File: config.mk
export PLATFORM = sky130hd
export DESIGN_NAME = position_frame_receiver
export DESIGN_NICKNAME = d
export VERILOG_FILES = /design/src/hw/rtl/pfr_pkg.sv /design/src/hw/rtl/pfr_cfg.sv /design/src/hw/rtl/pfr_frame.sv /design/src/hw/rtl/position_frame_receiver.sv
export SDC_FILE = /design/constraint.sdc
export NUM_CORES = 1
export LEC_CHECK = 0
export ABC_AREA = 1
export BUFFER_PORTS_ARGS = -buffer_cell sky130_fd_sc_hd__buf_2
export CORE_UTILIZATION = 45
export CTS_BUF_LIST = sky130_fd_sc_hd__clkbuf_8
export DETAILED_ROUTE_END_ITERATION = 6
export PLACE_DENSITY = 0.68
export SLEW_MARGIN = 20
export SYNTH_ARGS = -nofsm -noshare
export SYNTH_HDL_FRONTEND = slang
export SYNTH_HIERARCHICAL = 1
export SYNTH_SLANG_ARGS = --single-unit
File: constraint.sdc
create_clock -name clk_i -period 2.7 [get_ports clk_i]
set_input_delay 0.54 -clock clk_i [delete_from_list [all_inputs] [get_ports clk_i]]
set_output_delay 0.54 -clock clk_i [all_outputs]
set_load 0.05 [all_outputs]
File: src/hw/rtl/pfr_pkg.sv
// Types, codes and helpers shared by the position frame receiver modules.
`default_nettype none

package pfr_pkg;

  // Number of payload bytes kept for decoding (four 32-bit words).
  localparam int unsigned StoreDepth = 16;
  // Hard ceiling on the frame length, independent of the length registers.
  localparam logic [7:0] MaxPayload = 8'd64;

  typedef enum logic [3:0] {
    PH_START1,
    PH_START2,
    PH_ID,
    PH_LEN,
    PH_PAYLOAD,
    PH_CHECK1,
    PH_CHECK2,
    PH_END1,
    PH_END2
  } phase_e;

  typedef enum logic [2:0] {
    REG_START_FIRST,
    REG_START_SECOND,
    REG_END_FIRST,
    REG_END_SECOND,
    REG_ACCEPT_ID,
    REG_MIN_LEN,
    REG_MAX_LEN
  } reg_idx_e;

  typedef struct packed {
    logic [7:0] start_first;
    logic [7:0] start_second;
    logic [7:0] end_first;
    logic [7:0] end_second;
    logic [7:0] accept_id;
    logic [6:0] min_len;
    logic [6:0] max_len;
  } cfg_t;

  // Per-byte outcome handed to the output register.
  typedef struct packed {
    logic       done;
    logic [7:0] id;
  } res_t;

  function automatic logic len_ok(logic [7:0] len, cfg_t cfg);
    return (len >= {1'b0, cfg.min_len}) && (len <= {1'b0, cfg.max_len}) &&
           (len <= MaxPayload) && (len[1:0] == 2'b00);
  endfunction

endpackage

`default_nettype wire

File: src/hw/rtl/pfr_cfg.sv
// Configuration register file of the position frame receiver.
`default_nettype none

module pfr_cfg (
  input  wire logic          clk_i,
  input  wire logic          rst_ni,
  input  wire logic          wr_en_i,
  input  wire logic [2:0]    wr_index_i,
  input  wire logic [7:0]    wr_data_i,
  output pfr_pkg::cfg_t      cfg_o
);

  pfr_pkg::cfg_t cfg_q, cfg_d;

  always_comb begin
    cfg_d = cfg_q;
    if (wr_en_i) begin
      case (pfr_pkg::reg_idx_e'(wr_index_i))
        pfr_pkg::REG_START_FIRST:  cfg_d.start_first  = wr_data_i;
        pfr_pkg::REG_START_SECOND: cfg_d.start_second = wr_data_i;
        pfr_pkg::REG_END_FIRST:    cfg_d.end_first    = wr_data_i;
        pfr_pkg::REG_END_SECOND:   cfg_d.end_second   = wr_data_i;
        pfr_pkg::REG_ACCEPT_ID:    cfg_d.accept_id    = wr_data_i;
        pfr_pkg::REG_MIN_LEN:      cfg_d.min_len      = wr_data_i[6:0];
        pfr_pkg::REG_MAX_LEN:      cfg_d.max_len      = wr_data_i[6:0];
        default:                   cfg_d = cfg_q;   // unmapped index
      endcase
    end
  end

  always_ff @(posedge clk_i or negedge rst_ni) begin
    if (!rst_ni) begin
      cfg_q.start_first  <= 8'd0;
      cfg_q.start_second <= 8'd0;
      cfg_q.end_first    <= 8'd0;
      cfg_q.end_second   <= 8'd0;
      cfg_q.accept_id    <= 8'd0;
      cfg_q.min_len      <= 7'd16;
      cfg_q.max_len      <= 7'd16;
    end else begin
      cfg_q <= cfg_d;
    end
  end

  assign cfg_o = cfg_q;

endmodule

`default_nettype wire

File: src/hw/rtl/pfr_frame.sv
// Frame state machine, payload store and latched position words.
`default_nettype none

module pfr_frame (
  input  wire logic          clk_i,
  input  wire logic          rst_ni,
  input  wire logic          byte_en_i,
  input  wire logic [7:0]    rx_byte_i,
  input  wire pfr_pkg::cfg_t cfg_i,
  output pfr_pkg::res_t      res_o,
  output logic [6:0]         latched_len_o,
  output logic [31:0]        accept_cnt_o,
  output logic [31:0]        word_o [4]
);

  pfr_pkg::phase_e phase_q, phase_d;
  logic [7:0]  id_q, id_d;
  logic [6:0]  len_q, len_d;
  logic [6:0]  pos_q, pos_d;
  logic [7:0]  store_q [pfr_pkg::StoreDepth];
  logic [6:0]  latched_len_q;
  logic [31:0] accept_cnt_q;
  logic [31:0] word_q [4];
  logic [6:0]  pos_inc;
  logic        restart;
  logic        store_we;
  logic        latch;

  assign pos_inc = pos_q + 7'd1;

  always_comb begin
    phase_d  = phase_q;
    id_d     = id_q;
    len_d    = len_q;
    pos_d    = pos_q;
    restart  = 1'b0;
    store_we = 1'b0;
    latch    = 1'b0;
    case (phase_q)
      pfr_pkg::PH_START1: begin
        if (rx_byte_i == cfg_i.start_first) phase_d = pfr_pkg::PH_START2;
      end
      pfr_pkg::PH_START2: begin
        // a repeated first start byte keeps us waiting here
        if (rx_byte_i == cfg_i.start_second) phase_d = pfr_pkg::PH_ID;
        else if (rx_byte_i != cfg_i.start_first) restart = 1'b1;
      end
      pfr_pkg::PH_ID: begin
        id_d    = rx_byte_i;
        phase_d = pfr_pkg::PH_LEN;
      end
      pfr_pkg::PH_LEN: begin
        if (!pfr_pkg::len_ok(rx_byte_i, cfg_i)) begin
          restart = 1'b1;
        end else begin
          len_d   = rx_byte_i[6:0];
          pos_d   = 7'd0;
          phase_d = (rx_byte_i == 8'd0) ? pfr_pkg::PH_CHECK1 : pfr_pkg::PH_PAYLOAD;
        end
      end
      pfr_pkg::PH_PAYLOAD: begin
        store_we = (pos_q[6:4] == 3'd0);
        pos_d    = pos_inc;
        if (pos_inc >= len_q) phase_d = pfr_pkg::PH_CHECK1;
      end
      pfr_pkg::PH_CHECK1: phase_d = pfr_pkg::PH_CHECK2;
      pfr_pkg::PH_CHECK2: phase_d = pfr_pkg::PH_END1;
      pfr_pkg::PH_END1: begin
        if (rx_byte_i == cfg_i.end_first) phase_d = pfr_pkg::PH_END2;
        else restart = 1'b1;
      end
      pfr_pkg::PH_END2: begin
        // length is checked again against the current registers
        latch   = (rx_byte_i == cfg_i.end_second) && (id_q == cfg_i.accept_id) &&
                  pfr_pkg::len_ok({1'b0, len_q}, cfg_i);
        restart = 1'b1;
      end
      default: restart = 1'b1;
    endcase
    if (restart) begin
      phase_d = pfr_pkg::PH_START1;
      id_d    = 8'd0;
      len_d   = 7'd0;
      pos_d   = 7'd0;
    end
  end

  always_ff @(posedge clk_i or negedge rst_ni) begin
    if (!rst_ni) begin
      phase_q <= pfr_pkg::PH_START1;
      id_q    <= 8'd0;
      len_q   <= 7'd0;
      pos_q   <= 7'd0;
    end else if (byte_en_i) begin
      phase_q <= phase_d;
      id_q    <= id_d;
      len_q   <= len_d;
      pos_q   <= pos_d;
    end
  end

  always_ff @(posedge clk_i or negedge rst_ni) begin
    if (!rst_ni) begin
      for (int i = 0; i < pfr_pkg::StoreDepth; i++) store_q[i] <= 8'd0;
    end else if (byte_en_i) begin
      if (restart) begin
        for (int i = 0; i < pfr_pkg::StoreDepth; i++) store_q[i] <= 8'd0;
      end else if (store_we) begin
        store_q[pos_q[3:0]] <= rx_byte_i;
      end
    end
  end

  always_ff @(posedge clk_i or negedge rst_ni) begin
    if (!rst_ni) begin
      latched_len_q <= 7'd0;
      accept_cnt_q  <= 32'd0;
      for (int k = 0; k < 4; k++) word_q[k] <= 32'd0;
    end else if (byte_en_i && latch) begin
      latched_len_q <= len_q;
      accept_cnt_q  <= accept_cnt_q + 32'd1;
      for (int k = 0; k < 4; k++) begin
        word_q[k] <= {store_q[4*k+3], store_q[4*k+2], store_q[4*k+1], store_q[4*k]};
      end
    end
  end

  assign res_o.done    = latch;
  assign res_o.id      = latch ? id_q : 8'd0;
  assign latched_len_o = latched_len_q;
  assign accept_cnt_o  = accept_cnt_q;
  assign word_o        = word_q;

endmodule

`default_nettype wire

File: src/hw/rtl/position_frame_receiver.sv
// Top level of the position frame receiver: config port, frame engine, output register.
//
// Usage notes
// - Input channel: one received byte per transaction on rx_byte_i, taken at an
//   edge where in_valid_i is high and in_stall_o is low.
// - Output channel: exactly one result transaction per input byte, in order,
//   taken where out_valid_o is high and out_stall_i is low. frame_done_o and
//   decoded_id_o belong to that byte; the length, counter and four raw float
//   words are the values latched by the last accepted frame.
// - Latency: the result of a byte is presented on the cycle after its
//   acceptance. Throughput: one byte per cycle while in_stall_o is low; the
//   whole frame step is a single pass of state logic between the input port
//   and the result registers.
// - Stall: while a result waits and out_stall_i is high, in_stall_o is raised;
//   a new byte is taken in the same cycle the waiting result leaves.
// - Config: seven byte-wide registers written through cfg_valid_i/cfg_ready_o,
//   always ready; write only while the block is idle. Lengths use bits [6:0].
// - Reset: waits for the first start byte, store and latched words zero,
//   counter zero, min/max length 16, all marker and id registers zero.
`default_nettype none

module position_frame_receiver (
  input  wire logic        clk_i,
  input  wire logic        rst_ni,
  // configuration write channel
  input  wire logic        cfg_valid_i,
  output logic             cfg_ready_o,
  input  wire logic [2:0]  cfg_index_i,
  input  wire logic [7:0]  cfg_data_i,
  // byte input channel
  input  wire logic        in_valid_i,
  output logic             in_stall_o,
  input  wire logic [7:0]  rx_byte_i,
  // result channel
  output logic             out_valid_o,
  input  wire logic        out_stall_i,
  output logic             frame_done_o,
  output logic [7:0]       decoded_id_o,
  output logic [6:0]       last_payload_len_o,
  output logic [31:0]      frames_accepted_o,
  output logic [31:0]      x_bits_o,
  output logic [31:0]      y_bits_o,
  output logic [31:0]      yaw_bits_o,
  output logic [31:0]      yaw_rate_bits_o
);

  pfr_pkg::cfg_t cfg;
  pfr_pkg::res_t res;
  pfr_pkg::res_t res_q;
  logic          out_valid_q;
  logic          in_accept;
  logic          out_accept;
  logic [31:0]   words [4];

  assign cfg_ready_o = 1'b1;

  pfr_cfg u_cfg (
    .clk_i      (clk_i),
    .rst_ni     (rst_ni),
    .wr_en_i    (cfg_valid_i),
    .wr_index_i (cfg_index_i),
    .wr_data_i  (cfg_data_i),
    .cfg_o      (cfg)
  );

  // Only a waiting result that cannot leave holds off the next byte.
  assign in_stall_o = out_valid_q && out_stall_i;
  assign in_accept  = in_valid_i && !in_stall_o;
  assign out_accept = out_valid_q && !out_stall_i;

  // Frame state and latched words only advance on an accepted byte, so the
  // latched registers always match the result in the output register.
  pfr_frame u_frame (
    .clk_i         (clk_i),
    .rst_ni        (rst_ni),
    .byte_en_i     (in_accept),
    .rx_byte_i     (rx_byte_i),
    .cfg_i         (cfg),
    .res_o         (res),
    .latched_len_o (last_payload_len_o),
    .accept_cnt_o  (frames_accepted_o),
    .word_o        (words)
  );

  always_ff @(posedge clk_i or negedge rst_ni) begin
    if (!rst_ni) begin
      out_valid_q <= 1'b0;
      res_q       <= '0;
    end else begin
      if (in_accept) begin
        out_valid_q <= 1'b1;
        res_q       <= res;
      end else if (out_accept) begin
        out_valid_q <= 1'b0;
      end
    end
  end

  assign out_valid_o     = out_valid_q;
  assign frame_done_o    = res_q.done;
  assign decoded_id_o    = res_q.id;
  assign x_bits_o        = words[0];
  assign y_bits_o        = words[1];
  assign yaw_bits_o      = words[2];
  assign yaw_rate_bits_o = words[3];

`ifndef ASSERT_OFF
  // Counter steps by one exactly with a completed frame.
  a_count_step: assert property (@(posedge clk_i) disable iff (!rst_ni)
    in_accept |=> (frames_accepted_o == $past(frames_accepted_o) + 32'(frame_done_o)))
    else $error("frame counter does not follow frame_done");

  // No byte, no change to the counter.
  a_count_hold: assert property (@(posedge clk_i) disable iff (!rst_ni)
    !in_accept |=> $stable(frames_accepted_o))
    else $error("frame counter moved without an input transaction");

  // Id is reported only with a completed frame.
  a_id_zero: assert property (@(posedge clk_i) disable iff (!rst_ni)
    (out_valid_o && !frame_done_o) |-> (decoded_id_o == 8'd0))
    else $error("decoded id set without frame_done");

  // Back-pressure only ever comes from a waiting result.
  a_stall_cause: assert property (@(posedge clk_i) disable iff (!rst_ni)
    in_stall_o |-> out_valid_o)
    else $error("input stalled with no pending result");
`endif

endmodule

`default_nettype wire

# ---- Word level (Yosys, flattened, before mapping)
# Index checks and enable logic that the tools add are counted.
dict set report op_classes {
  addsub 2
  n_mul 0
  div_mod_pow 0
  n_lt_le_gt_ge 9
  eq_ne 25
  shift 0
  muxes 31
  bitwise 1
  reduce_logical 41
}
# cell count
set op_table {}
lappend op_table {{2-to-1 mux 128 bit} 2}
lappend op_table {{bitwise mux 128 bit} 1}
lappend op_table {{equality test 8 bit} 5}
lappend op_table {{2-to-1 mux 7 bit} 5}
lappend op_table {{adder 32 x 1 -> 32 bit, second input constant} 1}
lappend op_table {{demux 8 bit (select 4 bit)} 1}
lappend op_table {{2-to-1 mux 8 bit} 4}
lappend op_table {{one-hot mux 4 bit (8 select lines)} 1}
lappend op_table {{2-to-1 mux 4 bit} 6}
lappend op_table {{AND reduction 2 bit} 9}
lappend op_table {{equality test 4 x 3 -> 1 bit, second input constant} 4}
lappend op_table {{!= test 3 x 1 -> 1 bit, second input constant} 5}
lappend op_table {{greater-or-equal comparator 7 bit} 2}
lappend op_table {{one-hot mux 7 bit (2 select lines)} 1}
lappend op_table {{logical AND 1 bit} 13}
lappend op_table {{nonzero test 2 bit} 5}
lappend op_table {{equality test 3 bit, second input constant} 3}
lappend op_table {{2-to-1 mux 1 bit} 9}
lappend op_table {{nonzero test 9 bit} 1}
lappend op_table {{equality test 4 x 2 -> 1 bit, second input constant} 2}
lappend op_table {{greater-or-equal comparator 8 x 7 -> 1 bit} 1}
lappend op_table {{less-or-equal comparator 8 x 7 -> 1 bit} 1}
lappend op_table {{less-or-equal comparator 8 x 7 -> 1 bit, second input constant} 1}
lappend op_table {{zero test 8 bit} 1}
lappend op_table {{20 further kinds} 25}
dict set report word_totals {
  reg_bits 385
  latchBits 0
  mem_bits_rw 0
  mem_bits_ro 0
  in_bits 24
  output_inout_bits 179
  wordCells 145
  memories 0
}

# ---- Depth between registers and ports, before layout
# Gate-level depths: netlist (run 1).
dict set report depth {
  depth_word 8
  ltp_mapped 20
  depth_no_buf 19
}

# ---- By module
# Netlist (run 1), hierarchy kept.
# mod n_inst cells_each area_per_inst_um2 seq_area_each_um2
set by_module_without_submodules {}
lappend by_module_without_submodules {pfr_frame 1 2023 16527.1 8032.7}
lappend by_module_without_submodules {pfr_cfg 1 245 2187.1 1353.8}
lappend by_module_without_submodules {position_frame_receiver 1 47 436.7 250.2}

# ---- Least setup slack after synthesis (run 1)
# OpenSTA, ideal clock, no wires.
dict set report synth_timing {
  path_kind {input-to-reg}
  start {input port rx_byte_i[0]}
  end {register u_frame.id_q[3]}
  setup_ns 0.117
  arrival_time_ns 2.211
  required_time_ns 2.583
  path_slack_ns 0.372
  path_stages 18
  path_buffers 2
  path_cell_list {buf_2 > inv_2 > ha_1 > nand2_1 > nor2_1 > nor2_1 > nand2_1 > nand2_1 > nand2_1 > nand3_1 > nand2_2 > nand2_4 > buf_12 > inv_2 > nand2_4 > nand2_4 > nand2_1 > nand2_1}
}
dict set report synth_between {
  elab_chain_len 8
  elab_cells_between_ends 18
  classes_between {order compare: 3; eq/ne: 3; mux: 6; reduce/logical: 6}
}
# element line
set synth_rtl {}
lappend synth_rtl {{start: declaration} position_frame_receiver.sv:33} ;# input wire logic [7:0] rx_byte_i,
lappend synth_rtl {{greater-or-equal comparator 8 x 7 -> 1 bit / less-or-equal comparator 8 x 7 -> 1 bit (equally long branches)} pfr_pkg.sv:50} ;# return (len >= {1'b0, cfg.min_len}) && (len <= {1'b0, cfg.max_len}) &&
lappend synth_rtl {{logical AND 1 bit (2 in a row)} pfr_pkg.sv:50}
lappend synth_rtl {{logical AND 1 bit} pfr_pkg.sv:51} ;# (len <= MaxPayload) && (len[1:0] == 2'b00);
lappend synth_rtl {{2-to-1 mux 1 bit} pfr_frame.sv:53} ;# if (!pfr_pkg::len_ok(rx_byte_i, cfg_i)) begin
lappend synth_rtl {{one-hot mux 1 bit (4 select lines) (*)} pfr_frame.sv:39} ;# case (phase_q)
lappend synth_rtl {{nonzero test 2 bit (no source line)} -}
lappend synth_rtl {{AND reduction 2 bit (no source line)} -}
lappend synth_rtl {{end signal: assignment} pfr_frame.sv:96} ;# id_q <= id_d;
lappend synth_rtl {{end: declaration} pfr_frame.sv:17} ;# logic [7:0] id_q, id_d;
# Every way passes the cells marked *; elsewhere a longest branch is shown, timed or not.
# A chain may end at the register's enable or synchronous reset.

# ---- Final worst setup path (run 1)
dict set report layout_timing {
  start {register u_cfg.cfg_q (netlist bit u_cfg/cfg_o[4])}
  end {register u_frame.word_q (netlist bit u_frame/word_o[73])}
}
dict set report layout_between {
  elab_chain_len 7
}
# element line
set layout_rtl {}
lappend layout_rtl {{start: declaration} pfr_cfg.sv:13} ;# pfr_pkg::cfg_t cfg_q, cfg_d;
lappend layout_rtl {{start signal: assignment} pfr_cfg.sv:41} ;# cfg_q <= cfg_d;
lappend layout_rtl {{less-or-equal comparator 7 bit} pfr_pkg.sv:50}
lappend layout_rtl {{logical AND 1 bit (2 in a row)} pfr_pkg.sv:50}
lappend layout_rtl {{logical AND 1 bit} pfr_pkg.sv:51}
lappend layout_rtl {{logical AND 1 bit} pfr_frame.sv:74} ;# latch = (rx_byte_i == cfg_i.end_second) && (id_q == cfg_i.accept_id) &&
lappend layout_rtl {{2-to-1 mux 1 bit} pfr_frame.sv:39}
lappend layout_rtl {{logical AND 1 bit} pfr_frame.sv:119} ;# end else if (byte_en_i && latch) begin
lappend layout_rtl {{end signal: indexed assignment} pfr_frame.sv:123} ;# word_q[k] <= {store_q[4*k+3], store_q[4*k+2], store_q[4*k+1], store_q[4*k]};
lappend layout_rtl {{end: declaration} pfr_frame.sv:23} ;# logic [31:0] word_q [4];
# Every way passes these cells.

==> flow_summary.ini, run 1 <==
[status]
outcome = finished, violations left
violations = design-rule violations

[routing]
drt_iter0_markers = 1575
ant_nets = 0
viasPerCell = 5.45
wl_per_cell_um = 18.0
post-route-drc-count = 1
wirelength_mm = 56.6
drtPass1Iterations = 7
vias = 17143

[yosys]
ys_seq_area_frac = 0.503
avgSynthCellArea_sq_um = 8.27
synth_top_area_frac = 0.500
synth_cells = 2315
yosys_warnings = 6
syn_area_sq_mm = 0.0192
syn_nets = 2379
synthArstFlopShare = 1.00
yosys-top-cells-area = dfrtp_1 50%, nand2_1 18%, nand4_1 10%
synth_cell_types = 43
synth-main-ff-cell = dfrtp_1
synth_seq_cells = 385
synth_top_area_cell = dfrtp_1
synth-edff-count = 0

[cells_and_area]
drive_above_1_share = 0.179
nets = 2627
area_growth_pct = 19.8
num-fill-cells = 3872
antenna_cells = 0

[place]
dpl.hpwl_mm = 37.0
pre_cts_ws_ns = -0.0561
port_buffers = 201
gp_congestion = 0.915

[pwr]
clockPowerShare = 0.321
ir_drop_v = 0.000571
power.leakage_nw = 12.9
combPwrFrac = 0.292
switching_share = 0.353
power_switching_w = 0.00585
intPower_w = 0.0107
pwr-share-seq = 0.388
power-per-cell-area_mw_per_mm2 = 721

[setup_path]
startpoint_type = flip-flop
critPathCaptureType = flip-flop
arrival_ns = 3.01
rr_worst_depth = 13
timing.critical_path.fanout_max = 19
path_class = reg -> reg
cp.depth = 13
max_stage_delay_ns = 0.53
cp_common_cell = nand2_1
cp_top_family = simple AND/OR/NAND/NOR gates
cp_cell_sequence = inv_1 > ha_4 > a21oi_2 > o21a_1 > nand2_1 > nand2_1 > nand4_1 > nor2_4 > nand3_4 > buf_12 > clkbuf_16 > nand2_1 > nand2_1
critPathBufInv = 3
required_ns = 3.19
crit_slowest_cell = dfstp_2

[global_routing]
gr-total-overflow = 0
busiest_layer = met2
grt_pass1_wl_mm = 87.6
grt_max_degree = 165
track_usage = 0.251
met2_usage = 0.395
antenna_found_initial = 0
grt_pass1_vias = 16256
gr-usage-met1 = 0.350
use_met3 = 0.0415

[worst_hold_path]
hold_depth = 3
hold_class = in -> reg

[timing]
finalMaxSlewViolations = 0
period_share = 0.934
setup_ws_ns = 0.178
slew_headroom = 0.481
setup_viol = 0
max_clock_freq_mhz = 396
whs_ns = 0.242
final.setup_skew_ns = 0.0422
tightest_slew_ns = 0.778
hold_viol = 0
finalCriticalPeriod_ns = 2.52

[clock_network]
cts_htree_levels = 3
clockBufferDepth = 3
cts_root_buf = clkbuf_8
tritoncts = built
numCtsBuffers = 69
clock_latency_ns = 0.62
clk_pin_slew_ns = 0.06
clock-sinks = 385

[floorplanning]
pin_count = 203
die_w_um = 208
rows = 75
die_height_um = 208
fp.dieArea_sq_mm = 0.0434
initial_core_util = 0.457
core_area_sq_mm = 0.0419

[flow_run]
maxCapViolations = 0
## cell usage in the layout, fill, tap and decap left out, drive strengths merged, types with 2 or more instances in the layout
cell    netlist  layout
nand4       307     307
clkbuf       49      93
nor2        112     112
clkinv        2       5
or2           7       7
xnor2        30      30
ha           40      40
a21oi        12      12
o21a          4       4
dfstp         2       2
buf          83     300
inv         130     157
nor3b         2       2
nand3b        3       3
nand2       941     941
nand3       129     129
nor4          4       4
o21ai        12      12
dfrtp       383     383
nor3         31      31
xor2         27      27
## cells in the mapped netlist (10+ instances only)
cell type,number
nand2_1,928
dfrtp_1,383
nand4_1,307
nand3_1,128
inv_1,121
nor2_1,96
clkbuf_1,49
ha_1,40
buf_2,32
xnor2_1,30
nor3_1,29
xor2_1,27
buf_6,19
buf_1,13
buf_4,13
a21oi_1,12
o21ai_0,10
## registers in the layout, indices dropped and copies added (netlist names)
name,flops
u_frame/store_q,128
u_frame/pos_q,7
u_frame/accept_cnt_o,32
u_cfg/cfg_o,54
u_frame/phase_q,4
decoded_id_o,8
frame_done_o,1
u_frame/id_q,8
u_frame/latched_len_o,7
out_valid_o,1
u_frame/len_q,7
u_frame/word_o,128
## power by group through the flow
stage | combinational [W] | sequential [W] | clock [W]
5_1_grt | 0.00526 | 0.00645 | 0.00569
3_5_place_dp | 0.00466 | 0.00650 | 0
3_3_place_gp | 0.00455 | 0.00649 | 0
4_1_cts | 0.00467 | 0.00641 | 0.00544
6_report | 0.00483 | 0.00642 | 0.00531
2_1_floorplan | 0.00314 | 0.00641 | 0
## through the flow
stage           util  power [W]  std cells  instance area (sq um)  setup TNS [ns]
2_1_floorplan      -    0.00955       2315                  19200               0
3_3_place_gp   0.506     0.0110       3016                  21200           -3.50
3_5_place_dp   0.506     0.0112       3016                  21200           -2.49
4_1_cts        0.538     0.0165       3136                  22600               0
5_1_grt        0.547     0.0174       3148                  22900        -0.00848
6_report       0.547     0.0166       3148                  22900               0
## per-layer routing
metal / wire length (um) / share of wire
met5: 0 / 0
met4: 1360 / 0.024
met3: 3550 / 0.063
met2: 26800 / 0.47
met1: 24900 / 0.44
## area by class of cell
type                       instances  area (sq um)  share of cell area
tap                              539           674              0.0294
multi-input combinational       1666          8340               0.364
clock inverter                    32           154             0.00671
clock buffer                      85          1170              0.0510
inverter                         132           507              0.0221
sequential                       385          9640               0.420
timing repair buffer             309          2460               0.107
## final timing paths
check                                   startpoint                 end  slack [ns]
worst max register to register      u_cfg/cfg_o[4]  u_frame/word_o[73]        0.18
worst max-delay path                u_cfg/cfg_o[4]  u_frame/word_o[73]        0.18
max in group asynchronous                   rst_ni    u_frame/pos_q[0]        1.40
worst min register to register  u_frame/word_o[92]  u_frame/word_o[92]        0.46
worst min-delay path                 cfg_data_i[7]     u_cfg/cfg_o[29]        0.24
min in group asynchronous                   rst_ni  u_frame/word_o[40]        0.47
## kinds of logic after synthesis
kind of cell / count (synthesis) / synth area share
fa+ha+maj: 40 / 0.0261
buf+inv: 264 / 0.0678
flops: 385 / 0.503
simple gates: 1537 / 0.368
other cells: 1 / 0.000196
compound gates: 31 / 0.00902
xor+xnor: 57 / 0.0261
## worst min-delay path: cells and delay by family
kind                   cells  cell delay [ns]
buffers and inverters      1             0.15
and+or+nand+nor            2             0.13
## timing repair
action,CTS,global route
pin swaps,1,3
hold buffers,1,0
endpoints found under the hold margin,50,0
setup endpoints to repair,1,297
setup buffers,2,2
gates resized for setup,0,24
cloned,0,10
No activity file was read; power rests on OpenSTA's default activity.
==> inputs of run 2 (changes only) <==
Settings changed: CORE_MARGIN set to 3, CORE_UTILIZATION 45 to 50, PLACE_DENSITY 0.68 to 0.74, SETUP_SLACK_MARGIN set to 0.5.
==> flow_summary.ini, run 2 (synthesis results as in run 1) <==
[status]
outcome = finished clean

[cells_and_area]
area_growth_pct = 37.0
drive_above_1_share = 0.334
num-fill-cells = 2639
mostFrequentLayoutCells = 657 x nand2_1, 374 x dfrtp_1, 307 x nand4_1
stdcell_count = 3206
multi_input_area_sq_mm = 0.00996
nets = 2718
final_util = 0.697
final-seq-area_sq_mm = 0.00965
layout_commonest_cell = nand2_1

[routing]
wl_per_cell_um = 22.3
wirelength_mm = 71.4
viasPerCell = 6.07
post-route-drc-count = 0
vias = 19459
ant_nets = 0
drtPass1Iterations = 7
drt_iter0_markers = 2613

[timing]
tightest_slew_ns = 0.816
rsz0062_at_grt = true
finalMaxSlewViolations = 0
period_share = 0.969
finalCriticalPeriod_ns = 2.62
hold_viol = 0
max_clock_freq_mhz = 382
final.setup_skew_ns = 0.0703
slew_headroom = 0.454
setup_viol = 0

[global_routing]
antenna_found_initial = 0
grt_pass1_vias = 17392
grt_max_degree = 96
grt_pass1_wl_mm = 93.0
track_usage = 0.281
gr-total-overflow = 0

[setup_path]
arrival_ns = 3.20
critPathCaptureType = flip-flop
timing.critical_path.fanout_max = 8
startpoint_type = flip-flop
path_class = reg -> reg
required_ns = 3.28

[clock_network]
clockBufferDepth = 3
clk_pin_slew_ns = 0.08
cts_htree_levels = 2
numCtsBuffers = 61
cts_root_buf = clkbuf_8
clock-sinks = 385
clock_latency_ns = 0.71
tritoncts = built

[place]
dpl.hpwl_mm = 37.7
port_buffers = 201
gp_congestion = 0.938
dpl.cell_count = 2976

[floorplanning]
fp.dieArea_sq_mm = 0.0407
pin_count = 203
core_area_sq_mm = 0.0377
die_height_um = 202
initial_core_util = 0.508
die_w_um = 202
rows = 71

[pwr]
pwr-share-seq = 0.322
clockPowerShare = 0.249
power.leakage_nw = 13.9
power-per-cell-area_mw_per_mm2 = 768
ir_drop_v = 0.000525
intPower_w = 0.0126
combPwrFrac = 0.429
power_switching_w = 0.00754
switching_share = 0.374

[worst_hold_path]
hold_class = in -> reg

[flow_run]
maxCapViolations = 0
run 2: changes by cell type in the layout (fill, tap and decap cells not counted), moves of 18 or more:
cell       before  now
nand2_2         4  201
nand2_1       928  657
nand3_1       114   92
clkbuf_16       8   29
nand2_4         9   80
buf_6           3   35
nand3_4         2   20
run 2: final cells by class:
type                            count  area share
Antenna cell                        1   0.0000954
Clock buffer                       72      0.0378
Clock inverter                     31     0.00734
Inverter                          132      0.0205
Multi-Input combinational cell   1667       0.379
Sequential cell                   385       0.368
Tap cell                          511      0.0244
Timing Repair Buffer              406       0.163
Timing Repair inverter              1    0.000286
run 2: path summary, 6_finish.rpt:
| check | start | to | slack (ns) | depth (start not counted) |
|---|---|---|---|---|
| worst max-delay path | u_frame/len_q[2] | u_frame/word_o[33] | 0.08 | 12 |
| worst min-delay path | cfg_data_i[2] | u_cfg/cfg_o[2] | 0.18 | 3 |
| worst max register to register | u_frame/len_q[2] | u_frame/word_o[33] | 0.08 | 12 |
| worst min register to register | u_frame/latched_len_o[1] | u_frame/latched_len_o[1] | 0.46 | 2 |
| max in group asynchronous | rst_ni | u_cfg/cfg_o[11] | 1.48 | 3 |
| min in group asynchronous | rst_ni | u_frame/accept_cnt_o[25] | 0.37 | 2 |
run 2: stage by stage:
stage / hold slack [ns] / setup TNS (ns) / setup slack [ns] / power, W / instance area [sq um]
2_1_floorplan: 0.244 / 0 / 0.504 / 0.00963 / 19200
3_3_place_gp: 0.449 / 0 / 0.00292 / 0.0110 / 21100
3_5_place_dp: 0.447 / -0.0197 / -0.00798 / 0.0111 / 21100
4_1_cts: 0.140 / 0 / 0.286 / 0.0188 / 23600
5_1_grt: 0.158 / -0.0275 / -0.0124 / 0.0208 / 26200
6_report: 0.180 / 0 / 0.0831 / 0.0201 / 26200
run 2: power by group through the flow:
stage	Clock, W	Combinational [W]	Sequential (W)
2_1_floorplan	0	0.00321	0.00641
3_3_place_gp	0	0.00447	0.00651
3_5_place_dp	0	0.00460	0.00652
4_1_cts	0.00501	0.00733	0.00642
5_1_grt	0.00532	0.00898	0.00651
6_report	0.00502	0.00864	0.00649
run 2: worst max-delay path: stages (launching register included):
cell,delay (ns)
dfrtp_2,0.49
buf_6,0.15
buf_4,0.15
nor3_2,0.17
nand3_1,0.14
nand2_1,0.12
nand4_1,0.18
nor2_4,0.21
nand3_4,0.24
clkbuf_16,0.29
clkbuf_16,0.22
nand2_4,0.07
nand2_1,0.05
run 2: metal layers:
metal | part of all wire | track usage | vias to the layer above | wire, um
li1 | - | - | 8376 | -
met3 | 0.11 | 0.0607 | 436 | 7810
met5 | 0 | 0 | - | 0
met2 | 0.45 | 0.447 | 1391 | 32100
met4 | 0.072 | 0.116 | 0 | 5140
met1 | 0.37 | 0.377 | 9256 | 26300
run 2: repair_timing:
| item | 4_1_cts | 5_1_grt |
|---|---|---|
| setup buffers | 39 | 24 |
| cloned | 17 | 45 |
| endpoints found under the hold margin | 51 | 0 |
| gates resized for setup | 143 | 443 |
| endpoints found under the setup margin | 309 | 329 |
| pin swaps | 82 | 157 |
| hold buffers | 1 | 0 |
==> inputs of run 3 (changes only) <==
Settings changed: ABC_AREA 1 to unset, REMOVE_ABC_BUFFERS set to 1.
==> flow_summary.ini, run 3 <==
[global_routing]
antenna_found_initial = 0
grt_max_degree = 69
grt_pass1_vias = 13429
gr-total-overflow = 0
track_usage = 0.264
grt_pass1_wl_mm = 75.2

[floorplanning]
rows = 66
initial_core_util = 0.514
core_area_sq_mm = 0.0329
die_w_um = 190
die_height_um = 190
fp.dieArea_sq_mm = 0.0361
pin_count = 203

[timing]
max_clock_freq_mhz = 352
rsz0062_at_grt = true
finalMaxSlewViolations = 0
slew_headroom = 0.464
final.setup_skew_ns = 0.0355
setup_viol = 102
period_share = 1.05
setup_ws_ns = -0.139
finalCriticalPeriod_ns = 2.84
tightest_slew_ns = 0.801
hold_viol = 0

[yosys]
synthTopCellsByCount = 383 x dfrtp_1, 275 x nand2_1, 123 x o21ai_0
synth_top_area_frac = 0.566
yosys-top-cells-area = dfrtp_1 57%, mux2_2 7.9%, nand2_1 6.1%
synth-main-ff-cell = dfrtp_1
avgSynthCellArea_sq_um = 11.6
ys_seq_area_frac = 0.569
yosysMostFrequentCell = dfrtp_1
synth-edff-count = 0
synth_cells = 1461
syn_area_sq_mm = 0.0169
synth_seq_cells = 385
yosys_warnings = 6
synthArstFlopShare = 1.00
synth_top_area_cell = dfrtp_1
synth_cell_types = 62

[status]
violations = negative setup slack
outcome = finished, violations left

[cells_and_area]
area_growth_pct = 34.3
final_cell_area_sq_mm = 0.0227
antenna_cells = 0
nets = 1851
num-fill-cells = 2131
mostFrequentLayoutCells = 381 x dfrtp_1, 272 x nand2_1, 200 x buf_2
drive_above_1_share = 0.436
stdcell_count = 2279
final_util = 0.690
layout_commonest_cell = dfrtp_1

[routing]
ant_nets = 0
drt_iter0_markers = 1354
wl_per_cell_um = 23.3
viasPerCell = 5.96
vias = 13587
wirelength_mm = 53.1
drtPass1Iterations = 6
post-route-drc-count = 0

[setup_path]
r2r-start = u_cfg/cfg_o[4]
max_stage_delay_ns = 0.56
startpoint_type = flip-flop
reg2reg_to = u_frame/store_q[26]
cp_cell_sequence = inv_2 > buf_6 > ha_4 > a21o_1 > a211oi_2 > nand3_1 > a211oi_2 > o21ai_1 > and2_4 > buf_6 > buf_6 > clkbuf_16 > o21ai_2
reg2reg_slack_ns = -0.14
path_class = reg -> reg
timing.critical_path.fanout_max = 7
required_ns = 3.24
arrival_ns = 3.38
cp_common_cell = buf_6
cp.depth = 13
critPathCaptureType = flip-flop
critPathBufInv = 5
rr_worst_depth = 13
cp_top_family = compound AO/OA/AOI/OAI gates
crit_slowest_cell = dfstp_2
crit_start = u_cfg/cfg_o[4]

[pwr]
clockPowerShare = 0.370
total_power_w = 0.0136
pwr-share-seq = 0.460
ir_drop_v = 0.000478
switching_share = 0.281
power_switching_w = 0.00383
intPower_w = 0.00981
power-per-cell-area_mw_per_mm2 = 600
power.leakage_nw = 11.8
combPwrFrac = 0.170

[worst_hold_path]
whs_endpoint = out_valid_o
hold_class = in -> reg
hold_start = in_valid_i
hold_depth = 2

[clock_network]
tritoncts = built
clk_pin_slew_ns = 0.07
clock-sinks = 385
numCtsBuffers = 61
cts_root_buf = clkbuf_8
cts_htree_levels = 2
clock_latency_ns = 0.64
clockBufferDepth = 3

[place]
place_area_sq_mm = 0.0188
dpl.cell_count = 2095
gp_congestion = 0.884
dpl.hpwl_mm = 29.1
port_buffers = 201

[flow_run]
maxCapViolations = 0
==> run 3: cell types whose count changed in the layout (fill, tap and decap cells not counted), sizes merged, moves of 16 or more <==
cell	delta
nand2	-667
nand4	-294
mux2	+195
o21ai	+113
inv	-101
nand3	-96
nor2	-86
buf	-42
xor2	+29
nor4	+20
o22ai	+16
==> run 3: routing by layer <==
metal / track usage / part of all wire / vias up
li1: - / - / 5710
met1: 0.349 / 0.39 / 6890
met2: 0.430 / 0.49 / 768
met3: 0.0405 / 0.076 / 219
met4: 0.125 / 0.050 / 0
met5: 0 / 0 / -
==> run 3: how the worst max path moves through the flow <==
stage,end,slack (ns)
after floorplan,u_frame/word_o[33],-3.04
after global placement,u_frame/store_q[17],-0.20
after detailed placement,u_frame/store_q[111],-0.27
after CTS,u_frame/store_q[28],0.11
after global routing,u_frame/store_q[45],-0.27
final,u_frame/store_q[26],-0.14
==> run 3: timing repair <==
item                       CTS  global route
setup buffers               20            13
setup endpoints to repair  322           327
hold endpoints to repair    55             0
pin swaps                   65           143
gates cloned                21            15
hold buffers                 1             0
gates resized for setup    170           243
==> run 3: final cells by class <==
| class | instances | area (sq um) | share of cell area |
|---|---|---|---|
| Sequential cell | 385 | 9640 | 0.424 |
| Multi-Input combinational cell | 958 | 7960 | 0.350 |
| Timing Repair Buffer | 348 | 3220 | 0.141 |
| Clock buffer | 81 | 1110 | 0.0490 |
| Tap cell | 442 | 553 | 0.0243 |
| Clock inverter | 32 | 140 | 0.00616 |
| Inverter | 33 | 126 | 0.00556 |
==> run 3: cell families after synthesis <==
family | count (synthesis) | share of synthesized area
fa+ha+maj | 40 | 0.0295
compound gates | 199 | 0.0696
xor+xnor | 76 | 0.0393
other cells | 1 | 0.000221
simple gates | 447 | 0.121
mux | 195 | 0.138
flops | 385 | 0.569
buf+inv | 118 | 0.0332
==> run 3: per-stage QoR <==
| stage | worst slack [ns] | setup TNS, ns | hold WS, ns |
|---|---|---|---|
| after detailed placement | -0.265 | -35.37 | 0.462 |
| after global placement | -0.196 | -21.21 | 0.459 |
| after global routing | -0.271 | -27.06 | 0.106 |
| after floorplan | -3.04 | -670.38 | 0.244 |
| after CTS | 0.106 | 0 | 0.0817 |
| final | -0.139 | -6.84 | 0.116 |
==> run 3: power groups by stage <==
stage          registers, W  clock network (W)  logic [W]
3_3_place_gp        0.00635                  0    0.00141
2_1_floorplan       0.00630                  0   0.000817
4_1_cts             0.00626            0.00505    0.00171
5_1_grt             0.00630            0.00538    0.00244
3_5_place_dp        0.00636                  0    0.00145
6_report            0.00627            0.00505    0.00232
